$ cat config.mk
export PLATFORM = sky130hd
export DESIGN_NAME = sync_header_color_packet_parser
export DESIGN_NICKNAME = d
export VERILOG_FILES = /design/src/rtl/shcpp_pkg.sv /design/src/rtl/shcpp_parser.sv /design/src/rtl/shcpp_obuf.sv /design/src/rtl/sync_header_color_packet_parser.sv
export SDC_FILE = /design/constraint.sdc
export NUM_CORES = 1
export LEC_CHECK = 0
export ABC_AREA = 1
export BUFFER_PORTS_ARGS = -buffer_cell sky130_fd_sc_hd__buf_2
export CORE_MARGIN = 2
export CORE_UTILIZATION = 54
export CTS_BUF_LIST = sky130_fd_sc_hd__clkbuf_4
export CTS_CLUSTER_SIZE = 16
export DETAILED_ROUTE_END_ITERATION = 6
export PLACE_DENSITY_LB_ADDON = 0.1
export SETUP_SLACK_MARGIN = 0.5
export SYNTH_ARGS = -nofsm -noshare
export SYNTH_HDL_FRONTEND = slang
export SYNTH_SLANG_ARGS = --single-unit
$ cat constraint.sdc
create_clock -name clk -period 4.9 [get_ports clk]
set_input_delay 0.735 -clock clk [delete_from_list [all_inputs] [get_ports clk]]
set_output_delay 0.735 -clock clk [all_outputs]
set_load 0.1 [all_outputs]
$ cat src/rtl/shcpp_pkg.sv
// ---------------------------------------------------------------------------
// shcpp_pkg
// Types and constants for the sync-header color packet parser.
// ---------------------------------------------------------------------------
`default_nettype none

package shcpp_pkg;

  localparam logic [7:0] HEADER_BYTE = 8'hFF;
  localparam int unsigned BYTE_W     = 8;
  localparam int unsigned WORD_W     = 16;

  // Slot being filled; anything at or above POS_HUNT means hunting.
  typedef enum logic [2:0] {
    POS_LAMP  = 3'd0,
    POS_TIME  = 3'd1,
    POS_RED   = 3'd2,
    POS_GREEN = 3'd3,
    POS_BLUE  = 3'd4,
    POS_HUNT  = 3'd5
  } pos_t;

  // Packed with lamp_number in the lowest bits.
  typedef struct packed {
    logic [WORD_W-1:0] blue_level;
    logic [WORD_W-1:0] green_level;
    logic [WORD_W-1:0] red_level;
    logic [BYTE_W-1:0] fade_time;
    logic [BYTE_W-1:0] lamp_number;
  } packet_t;

  localparam int unsigned PACKET_W = $bits(packet_t);

endpackage

`default_nettype wire

$ cat src/rtl/shcpp_parser.sv
// ---------------------------------------------------------------------------
// shcpp_parser
// Header hunt and field capture; one byte per cycle while byte_valid is high.
// ---------------------------------------------------------------------------
`default_nettype none

module shcpp_parser
  import shcpp_pkg::*;
(
  input  wire logic              clk,
  input  wire logic              rst_n,
  input  wire logic              byte_valid,
  input  wire logic [BYTE_W-1:0] rx_byte,
  output logic                   pkt_push,
  output packet_t                pkt
);

  pos_t              pos_r,      pos_nxt;
  logic [BYTE_W-1:0] prev_r,     prev_nxt;
  logic              hi_r,       hi_nxt;
  logic [BYTE_W-1:0] lamp_r,     lamp_nxt;
  logic [BYTE_W-1:0] fade_r,     fade_nxt;
  logic [WORD_W-1:0] red_r,      red_nxt;
  logic [WORD_W-1:0] green_r,    green_nxt;
  logic [BYTE_W-1:0] blue_hi_r,  blue_hi_nxt;

  always_comb begin
    pos_nxt     = pos_r;
    prev_nxt    = prev_r;
    hi_nxt      = hi_r;
    lamp_nxt    = lamp_r;
    fade_nxt    = fade_r;
    red_nxt     = red_r;
    green_nxt   = green_r;
    blue_hi_nxt = blue_hi_r;
    pkt_push    = 1'b0;
    if (byte_valid) begin
      unique case (pos_r)
        POS_LAMP: begin
          lamp_nxt = rx_byte;
          pos_nxt  = POS_TIME;
        end
        POS_TIME: begin
          fade_nxt = rx_byte;
          pos_nxt  = POS_RED;
        end
        POS_RED: begin
          hi_nxt = !hi_r;
          if (!hi_r) begin
            red_nxt = {rx_byte, {BYTE_W{1'b0}}};
          end else begin
            red_nxt = {red_r[WORD_W-1:BYTE_W], rx_byte};
            pos_nxt = POS_GREEN;
          end
        end
        POS_GREEN: begin
          hi_nxt = !hi_r;
          if (!hi_r) begin
            green_nxt = {rx_byte, {BYTE_W{1'b0}}};
          end else begin
            green_nxt = {green_r[WORD_W-1:BYTE_W], rx_byte};
            pos_nxt   = POS_BLUE;
          end
        end
        POS_BLUE: begin
          hi_nxt = !hi_r;
          if (!hi_r) begin
            blue_hi_nxt = rx_byte;
          end else begin
            pos_nxt  = POS_HUNT;
            pkt_push = 1'b1;
          end
        end
        default: begin
          // hunting: two fresh 0xFF bytes open a packet
          if (prev_r == HEADER_BYTE && rx_byte == HEADER_BYTE) begin
            pos_nxt  = POS_LAMP;
            prev_nxt = '0;
          end else begin
            prev_nxt = rx_byte;
          end
        end
      endcase
    end
  end

  assign pkt.lamp_number = lamp_r;
  assign pkt.fade_time   = fade_r;
  assign pkt.red_level   = red_r;
  assign pkt.green_level = green_r;
  assign pkt.blue_level  = {blue_hi_r, rx_byte};

  always_ff @(posedge clk) begin
    if (!rst_n) begin
      pos_r  <= POS_HUNT;
      prev_r <= '0;
      hi_r   <= 1'b0;
    end else begin
      pos_r  <= pos_nxt;
      prev_r <= prev_nxt;
      hi_r   <= hi_nxt;
    end
  end

  always_ff @(posedge clk) begin
    lamp_r    <= lamp_nxt;
    fade_r    <= fade_nxt;
    red_r     <= red_nxt;
    green_r   <= green_nxt;
    blue_hi_r <= blue_hi_nxt;
  end

endmodule

`default_nettype wire

$ cat src/rtl/shcpp_obuf.sv
// ---------------------------------------------------------------------------
// shcpp_obuf
// Result register plus skid register; keeps input ready off out_tready.
// ---------------------------------------------------------------------------
`default_nettype none

module shcpp_obuf
  import shcpp_pkg::*;
(
  input  wire logic    clk,
  input  wire logic    rst_n,
  input  wire logic    push,
  input  wire packet_t push_data,
  output logic         room,
  output logic         out_valid,
  output packet_t      out_data,
  input  wire logic    out_ready
);

  logic    out_valid_r,  out_valid_nxt;
  logic    skid_valid_r, skid_valid_nxt;
  packet_t out_data_r,   out_data_nxt;
  packet_t skid_data_r,  skid_data_nxt;
  logic    pop;

  assign pop = out_valid_r && out_ready;

  // push must only happen while the skid slot is empty; this block does not enforce it
  always_comb begin
    out_valid_nxt  = out_valid_r;
    skid_valid_nxt = skid_valid_r;
    out_data_nxt   = out_data_r;
    skid_data_nxt  = skid_data_r;
    if (skid_valid_r) begin
      if (pop) begin
        out_data_nxt   = skid_data_r;
        skid_valid_nxt = 1'b0;
      end
    end else if (out_valid_r && !pop) begin
      if (push) begin
        skid_data_nxt  = push_data;
        skid_valid_nxt = 1'b1;
      end
    end else begin
      out_valid_nxt = push;
      if (push) begin
        out_data_nxt = push_data;
      end
    end
  end

  assign room      = !skid_valid_r;
  assign out_valid = out_valid_r;
  assign out_data  = out_data_r;

  always_ff @(posedge clk) begin
    if (!rst_n) begin
      out_valid_r  <= 1'b0;
      skid_valid_r <= 1'b0;
    end else begin
      out_valid_r  <= out_valid_nxt;
      skid_valid_r <= skid_valid_nxt;
    end
  end

  always_ff @(posedge clk) begin
    out_data_r  <= out_data_nxt;
    skid_data_r <= skid_data_nxt;
  end

endmodule

`default_nettype wire

$ cat src/rtl/sync_header_color_packet_parser.sv
// ---------------------------------------------------------------------------
// sync_header_color_packet_parser
// Finds a two-byte 0xFF header in a serial byte stream and assembles the
// following lamp, fade time and RGB words into one packet transaction.
// ---------------------------------------------------------------------------
//
//   channel | dir | tdata                         | notes
//   --------+-----+-------------------------------+---------------------------
//   in_     | in  | [7:0] rx_byte                 | one serial byte/transaction
//   out_    | out | lamp, fade, red, green, blue  | one per completed packet
//
// - Throughput: one byte per cycle while in_tready is high; each byte is
//   handled in the cycle it is accepted, and each packet is then registered.
// - A packet takes 8 input transactions after the header: lamp, fade, then
//   three 16-bit words high byte first.
// - Output stalls are absorbed by a result register and a skid register;
//   in_tready drops only when both hold a packet.
// - Synchronous active-low reset returns the parser to header hunting.
// ---------------------------------------------------------------------------
`default_nettype none

module sync_header_color_packet_parser
  import shcpp_pkg::*;
(
  input  wire logic                clk,
  input  wire logic                rst_n,
  // slave side
  input  wire logic                in_tvalid,
  output logic                     in_tready,
  input  wire logic [BYTE_W-1:0]   in_tdata,   // [7:0] rx_byte
  // master side
  output logic                     out_tvalid,
  input  wire logic                out_tready,
  output logic [PACKET_W-1:0]      out_tdata   // [7:0] lamp_number,
                                               // [15:8] fade_time,
                                               // [31:16] red_level,
                                               // [47:32] green_level,
                                               // [63:48] blue_level
);

  logic    in_accept;
  logic    pkt_push;
  packet_t pkt;
  packet_t out_pkt;

  assign in_accept = in_tvalid && in_tready;

  // Byte parser: state registers feed a short decode; the packet is valid on
  // pkt_push in the cycle the blue low byte is accepted.
  shcpp_parser u_parser (
    .clk        (clk),
    .rst_n      (rst_n),
    .byte_valid (in_accept),
    .rx_byte    (in_tdata),
    .pkt_push   (pkt_push),
    .pkt        (pkt)
  );

  // Output stage; 'room' guarantees a slot for any packet pushed this cycle.
  shcpp_obuf u_obuf (
    .clk       (clk),
    .rst_n     (rst_n),
    .push      (pkt_push),
    .push_data (pkt),
    .room      (in_tready),
    .out_valid (out_tvalid),
    .out_data  (out_pkt),
    .out_ready (out_tready)
  );

  assign out_tdata = out_pkt;

endmodule

`default_nettype wire

==> results.md, run 1 <==
- Synth Register Bits: approximately 200
- Gate Count Post-Synth: between 500 and 600
- CTS tree: built
- Post-detail-place hpwl: between 7 and 8 mm
- Syn avg cell area: approximately 14 sq um
- Critical Path Fanout Max: 46
- Req. time, crit path: 4160 ps
- Combinational power share: approximately 3.7%
- Initial Util: ~55%
- Resize count post-CTS: 0
- Fin cells: around 800
- Critical path's largest stage delay: approximately 520 ps
- Leakage power figure: 3.09 nW
- NumNets Final: about 620
- Clock Latency Late Sink: roughly 550 ps
- Outcome: completed
- Most frequent cells in the layout: nand2_1 (233), edfxtp_1 (184), buf_2 (77)
- Unique masters post-synth: 22
- Sink Count: 198
- Clk_skew: between 15 and 20 ps
- Rel. slew slack: between 40% and 50%
- P per Cell Area: between 300 and 400 nW/um^2
- Syn nets: around 540
- CP startpoint kind: flip-flop
- Post-route design area: approximately 8000 sq um
- CP max stage cell: buf_2
- Clock slew at reported path FFs: 140 ps
- Root Buffer: clkbuf_4
- Post-CTS Hold Buffers: 0
- Crit Path Category: reg -> out
- Flop pwr share: 66.3%
- Die Wd: 119 um
- Initial antenna violation count: 0
- I/O Buffers: between 70 and 80
- Vias/cell: about 5
- HP Class: reg -> reg
- Net switching power: 0.000581 W
- Worst-margin pin slew: 766 ps
- Largest net degree at the start of global routing: 66
- CTS buffer count: 17
- Htree depth: 4
- Setup slack, reg-to-reg: approximately 2200 ps
- Pint: ~0.0022 W
- Core Rows: between 40 and 50
- DP Area: 7740 sq um
- Core Region: around 13000 sq um
- Final period util: between 60 and 70%
- Endpoint class of the critical path: primary output
- Total Routing Usage GR: between 10% and 20%
- Fmax: approximately 330 MHz
- DRT antenna net count: 0
- Register area share after synthesis: between 80 and 90%
- Switching Fraction: 20.6%
- Vias in the first global route: 3884
- Maximum VDD drop: between 0.0002 and 0.00025 V
- Final Hold Fails: 0
- Crit-path cells: inv_2 > buf_4 > buf_2
- Clock network fraction of design power: between 20% and 30%
- ANT cells: 0
- Routability cong.: 0.879
- Largest area contributor in the synthesized netlist: edfxtp_1
- Final core utilization: approximately three fifths
- Post-Place Worst Slack: ~2100 ps
- Critical Path AT: 2280 ps
- IO Pins: between 70 and 80
- Area growth, synth to finish: 12.2%
- Residual DRC: 0
- Area contributors post-synth: edfxtp_1 (77%), nand2_1 (12%), dfxtp_1 (3.9%), nor2_1 (1.0%), inv_1 (0.79%)
- Share of cells above drive strength 1: about a fifth
- Final Worst Setup Slack: ~1900 ps
- Max clock buf depth: 2
- 1st-iter DRT viols: between 300 and 400
- DIE AREA: approximately 14000 sq um
- Total grt overflow: 0
- Synthesized area: roughly 7100 sq um
- Vias: ~4.0k
- Routed wire length: 12.5 mm
- WL/cell: between 15 and 20 um
- Setup Fix Bufs, Post-CTS: 0
- Ys Warns: 0
- Global-route wire length before repair: between 15 and 20 mm
- Slew Limit Fails: 0
- # setup viols final: 0
- Final min period: ~3000 ps
- Drt pass-1 iters: 6
- Max cap viols: 0
- Most common cell after layout, fill and taps aside: nand2_1
- Top cell type's share of synthesized area: approximately 77%
- Setup TNS: 0 ps
- RSZ-0062 raised after global routing: false
- Die Ht: approximately 120 um
- Placed insts: 767
==> critical path, delay by kind of cell (launching register included) <==
kind	cells	cell delay (ps)
buffers and inverters	3	1370
DFF	1	350
==> through the flow <==
stage | power, W | hold WS [ps]
floorplan | 0.00198 | 427
global placement | 0.00201 | 433
detailed placement | 0.00201 | 435
CTS | 0.00284 | 444
global route | 0.00291 | 448
finish | 0.00281 | 454
==> registers in the layout, indices dropped and copies added, names as in the netlist <==
name and flops:
u_parser.fade_r 8, u_parser.lamp_r 8, u_parser.green_r 16, u_obuf.out_valid 1, u_obuf.out_data 64, u_parser.red_r 16, u_parser.prev_r 8, u_parser.hi_r 1
u_parser.blue_hi_r 8, u_parser.pos_r 3, u_obuf.skid_valid_r 1, u_obuf.skid_data_r 64
==> metal layers <==
layer  vias up  GRT usage (%)  share of wire (%)
met3        15           4.12                6.7
met5         -              0                  0
met1      1888           25.5                 44
met2       138           29.9                 48
met4         0           8.18                1.8
li1       1958              -                  -
==> final timing paths <==
kind                  startpoint                endpoint  depth (start not counted)
min reg2reg   u_parser.fade_r[3]  u_obuf.skid_data_r[11]                          0
max reg2reg  u_obuf.skid_valid_r  u_obuf.skid_data_r[16]                          8
min           u_parser.fade_r[3]  u_obuf.skid_data_r[11]                          0
max          u_obuf.skid_valid_r               in_tready                          3
==> synthesized netlist by cell type <==
| master | instances |
|---|---|
| a21oi_1 | 10 |
| a21oi_2 | 2 |
| buf_1 | 6 |
| buf_2 | 4 |
| buf_6 | 1 |
| clkbuf_1 | 6 |
| dfxtp_1 | 14 |
| edfxtp_1 | 184 |
| inv_1 | 15 |
| inv_2 | 5 |
| nand2_1 | 233 |
| nand2_2 | 1 |
| nand2_4 | 1 |
| nand3_1 | 7 |
| nand3_2 | 1 |
| nor2_1 | 19 |
| nor2_2 | 2 |
| nor2_8 | 1 |
| nor4_1 | 1 |
| o21ai_0 | 4 |
| o21ai_1 | 7 |
| o21ai_2 | 2 |
==> cell type report <==
class / count / area (sq um)
Clock buffer: 19 / 143
Fill cell: 1043 / 5070
Clock inverter: 11 / 135
Tap cell: 176 / 220
Sequential cell: 198 / 5810
Timing Repair Buffer: 82 / 435
Inverter: 20 / 75.1
Multi-Input combinational cell: 291 / 1200
==> power groups by stage <==
stage               clock, W  combinational [W]  sequential, W
floorplan                  0          0.0000613        0.00191
global placement           0           0.000103        0.00190
detailed placement         0           0.000106        0.00190
CTS                 0.000867           0.000106        0.00187
global route        0.000927           0.000116        0.00187
finish              0.000842           0.000105        0.00187
==> logic make-up (layout without fill, tap and decap cells) <==
kind of cell,count (synthesis),after routing,synth area share [%]
AOI/OAI and AO/OA,25,25,1.96
and+or+nand+nor,266,266,14.7
DFF,198,198,81.3
buffers and inverters,37,132,2.12
Power figures use the tool's default switching activity.
==> run 2, diff against run 1 <==
- CORE_UTILIZATION: 54 -> 55
- clock period: 4.9 -> 3.1 ns (I/O delays scaled with it)
==> results.md, run 2 (synthesis results as in run 1) <==
- Outcome: completed
- Vias: 4028
- Largest net degree at the start of global routing: 66
- Global-route wire length before repair: just under 20 mm
- Core Rows: between 40 and 50
- ANT cells: 0
- Root Buffer: clkbuf_4
- DIE AREA: around 14000 sq um
- Total Routing Usage GR: about a fifth
- Post-CTS Hold Buffers: 0
- Req. time, crit path: between 2000 and 3000 ps
- Share of cells above drive strength 1: between 20% and 30%
- Initial Util: a little under three fifths
- Placed insts: 765
- NumNets Final: approximately 620
- Htree depth: 4
- Maximum VDD drop: 0.000319 V
- Vias/cell: just over 5
- IO Pins: between 70 and 80
- Drt pass-1 iters: 5
- Slew Limit Fails: 0
- Routed wire length: between 10 and 15 mm
- Critical Path AT: between 1500 and 2000 ps
- Fin cells: about 800
- Resize count post-CTS: 0
- Total grt overflow: 0
- HP Class: in -> reg
- Endpoint class of the critical path: primary output
- Core Region: ~13000 sq um
- P per Cell Area: around 580 nW/um^2
- CTS buffer count: 17
- Sink Count: ~200
- Leakage power figure: 3.13 nW
- CTS tree: built
- Worst-margin pin slew: between 700 and 800 ps
- Max cap viols: 0
- Most frequent cells in the layout: nand2_1 (233), edfxtp_1 (184), buf_2 (77)
- Die Ht: approximately 120 um
- DRT antenna net count: 0
- Clock slew at reported path FFs: approximately 150 ps
- Rel. slew slack: 48.5%
- 1st-iter DRT viols: between 300 and 400
- RSZ-0062 raised after global routing: false
- Critical Path Fanout Max: 15
- Die Wd: 118 um
- Area growth, synth to finish: 13.4%
- WL/cell: 15.8 um
- Final period util: between 70% and 80%
- Clk_skew: around 12 ps
- Final min period: 2380 ps
- Max clock buf depth: 2
- Setup TNS: 0 ps
- # setup viols final: 0
- Vias in the first global route: around 3.8k
- CP startpoint kind: flip-flop
- Filler cell count: between 900 and 1k
- Most common cell after layout, fill and taps aside: nand2_1
- Fmax: roughly 420 MHz
- Final Hold Fails: 0
- Residual DRC: 0
- Post-detail-place hpwl: 7.74 mm
- Crit Path Category: reg -> out
- I/O Buffers: between 70 and 80
- Initial antenna violation count: 0
- Setup Fix Bufs, Post-CTS: 0
- Routability cong.: about 0.83
- Clock Latency Late Sink: approximately 570 ps
[run 2: worst paths after layout]
path	startpoint	endpoint	slack (ps)	cells after the start
worst min register to register	u_parser.fade_r[3]	u_obuf.skid_data_r[11]	460	0
worst min-delay path	rst_n	u_parser.pos_r[0]	220	2
worst max-delay path	u_obuf.skid_valid_r	in_tready	720	3
worst max register to register	u_obuf.skid_valid_r	u_obuf.out_data[10]	870	5
[run 2: routing by layer]
layer  wire, um  vias to the layer above  track usage, %
met5          0                        -               0
met4        241                        0            7.98
met3        737                       18            4.89
met2       6020                      131            29.4
met1       5590                     1925            25.5
li1           -                     1954               -
[run 2: worst max-delay path: stages (launching register included)]
cell	delay [ps]
dfxtp_2	350
inv_2	240
buf_4	280
buf_2	460
[run 2: per-stage QoR]
step / worst slack, ps / area, sq um / hold slack, ps / util [%] / total power [W]
after floorplan: 640 / 7160 / 427 / - / 0.00312
after global placement: 968 / 7750 / 431 / 61.1 / 0.00317
after detailed placement: 906 / 7750 / 433 / 61.1 / 0.00318
after CTS: 660 / 8100 / 172 / 63.9 / 0.00471
after global routing: 608 / 8100 / 187 / 63.9 / 0.00482
final: 722 / 8100 / 217 / 63.9 / 0.00467
[run 2: power breakdown]
group	internal [W]	switching (W)	leakage (nW)	total, W
Clock	0.000728	0.000829	0.181	0.00156
Sequential	0.00293	0.0000221	1.77	0.00295
Combinational	0.0000426	0.000122	1.18	0.000165
[run 2: cell type report]
cell class                 instances  area, sq um  area share [%]
sequential                       198         5810            71.7
multi-input combinational        291         1200            14.8
timing repair buffer              84          450            5.56
clock inverter                    15          226            2.80
tap                              172          215            2.66
clock buffer                      17          128            1.58
inverter                          20         75.1           0.927
==> run 3, diff against run 2 <==
- clock period: 3.1 -> 2.45 ns (I/O delays scaled with it)
==> results.md, run 3 (synthesis results as in run 1) <==
- CP startpoint kind: flip-flop
- Initial antenna violation count: 0
- ANT cells: 0
- Fin cells: 801
- Maximum VDD drop: about 0.00035 V
- WL/cell: about 16 um
- Worst-margin pin slew: 726 ps
- CTS tree: built
- Global-route wire length before repair: 20.0 mm
- Clk_skew: 17.6 ps
- Total grt overflow: 0
- Die Wd: 118 um
- HP Class: in -> reg
- Crit-path cells: inv_2 > buf_12 > buf_8
- Placed insts: 769
- Routed wire length: 12.5 mm
- # setup viols final: 0
- I/O Buffers: 77
- Most common cell after layout, fill and taps aside: nand2_1
- Critical Path AT: roughly 1500 ps
- Critical path's largest stage delay: roughly 350 ps
- Setup TNS: 0 ps
- Rel. slew slack: roughly half
- Vias: ~4.0k
- Die Ht: 118 um
- Fmax: about 540 MHz
- Max clock buf depth: 2
- Crit Path Category: reg -> out
- DIE AREA: between 10000 and 15000 sq um
- 1st-iter DRT viols: roughly 330
- Req. time, crit path: between 2000 and 2500 ps
- IO Pins: 78
- Setup Fix Bufs, Post-CTS: 0
- Routability cong.: about 0.88
- Critical Path Fanout Max: 41
- P per Cell Area: about 710 nW/um^2
- Drt pass-1 iters: 5
- Post-detail-place hpwl: a little under 8 mm
- Total Routing Usage GR: 19.2%
- Power Total: about 0.0058 W
- Clock Latency Late Sink: 560 ps
- DRT antenna net count: 0
- Filler cell count: a little under 1k
- Slew Limit Fails: 0
- Core Rows: 41
- Htree depth: 4
- Endpoint class of the critical path: primary output
- Vias in the first global route: 3814
- Area growth, synth to finish: 14.3%
- Share of cells above drive strength 1: 22.3%
- CTS buffer count: 17
- CP max stage cell: dfxtp_2
- Max cap viols: 0
- Final Hold Fails: 0
- Sink Count: about 200
- RSZ-0062 raised after global routing: true
- Residual DRC: 0
- Core Region: around 13000 sq um
- Vias/cell: between 4 and 5
- Final min period: 1840 ps
- Final period util: roughly three quarters
- NumNets Final: between 600 and 700
- Outcome: completed
- Clock slew at reported path FFs: approximately 130 ps
- Final core utilization: between 60 and 70%
- Most frequent cells in the layout: nand2_1 (232), edfxtp_1 (184), buf_2 (76)
- Final hold slack: roughly 130 ps
- Leakage power figure: between 3 and 4 nW
- Largest net degree at the start of global routing: 66
- Root Buffer: clkbuf_4
- Initial Util: 56.4%
run 3: cell count changes in the layout (fill, tap and decap cells not counted), moves of 2 or more:
cell / previous run / this run
buf_12: 1 / 3
clkbuf_4: 17 / 19
clkinvlp_4: 2 / 5
inv_6: 3 / 1
clkinv_4: 3 / 0
run 3: per-stage QoR:
step                      cell area [sq um]  setup slack [ps]
after floorplan                        7180               123
after global placement                 7810               598
after detailed placement               7810               551
after CTS                              8160               532
after global routing                   8160               500
final                                  8160               614
run 3: routing by layer:
| layer | track usage, % | wire length (um) | vias up | share of wire (%) |
|---|---|---|---|---|
| met4 | 8.66 | 413 | 0 | 3.3 |
| met1 | 25.8 | 5540 | 1878 | 45 |
| met2 | 30.5 | 5960 | 110 | 48 |
| met3 | 4.17 | 529 | 27 | 4.2 |
| li1 | - | - | 1966 | - |
| met5 | 0 | 0 | - | 0 |
run 3: worst max-delay path, delay by kind of cell, from the launching register on:
family / cells / cell delay, ps
buf+inv: 3 / 550
flops: 1 / 350
run 3: worst paths after layout:
kind                                           from  depth (start not counted)                     end  slack, ps
worst max-delay path            u_obuf.skid_valid_r                          3               in_tready        610
worst min-delay path                          rst_n                          2       u_parser.pos_r[2]        130
worst max register to register    u_parser.pos_r[0]                          6     u_obuf.out_data[10]        650
worst min register to register  u_parser.green_r[9]                          0  u_obuf.skid_data_r[41]        460
run 3: cell type report:
type / count / area, sq um / share of cell area [%]
Inverter: 20 / 77.6 / 0.950
Tap cell: 172 / 215 / 2.64
Clock buffer: 19 / 143 / 1.75
Multi-Input combinational cell: 291 / 1220 / 14.9
Clock inverter: 13 / 180 / 2.21
Timing Repair Buffer: 88 / 519 / 6.36
Sequential cell: 198 / 5810 / 71.2
run 3: where the power goes:
part	internal [W]	total [W]	switching [W]	leakage (nW)
Clock	0.000827	0.00183	0.00100	0.159
Combinational	0.0000550	0.000213	0.000158	1.23
Sequential	0.00370	0.00373	0.0000289	1.77
Total	0.00459	0.00577	0.00119	3.16
run 3: timing repair:
item	4_1_cts	5_1_grt
resized for setup	5	2
setup endpoints to repair	1	32
hold buffers	0	0
endpoints found under the hold margin	0	0
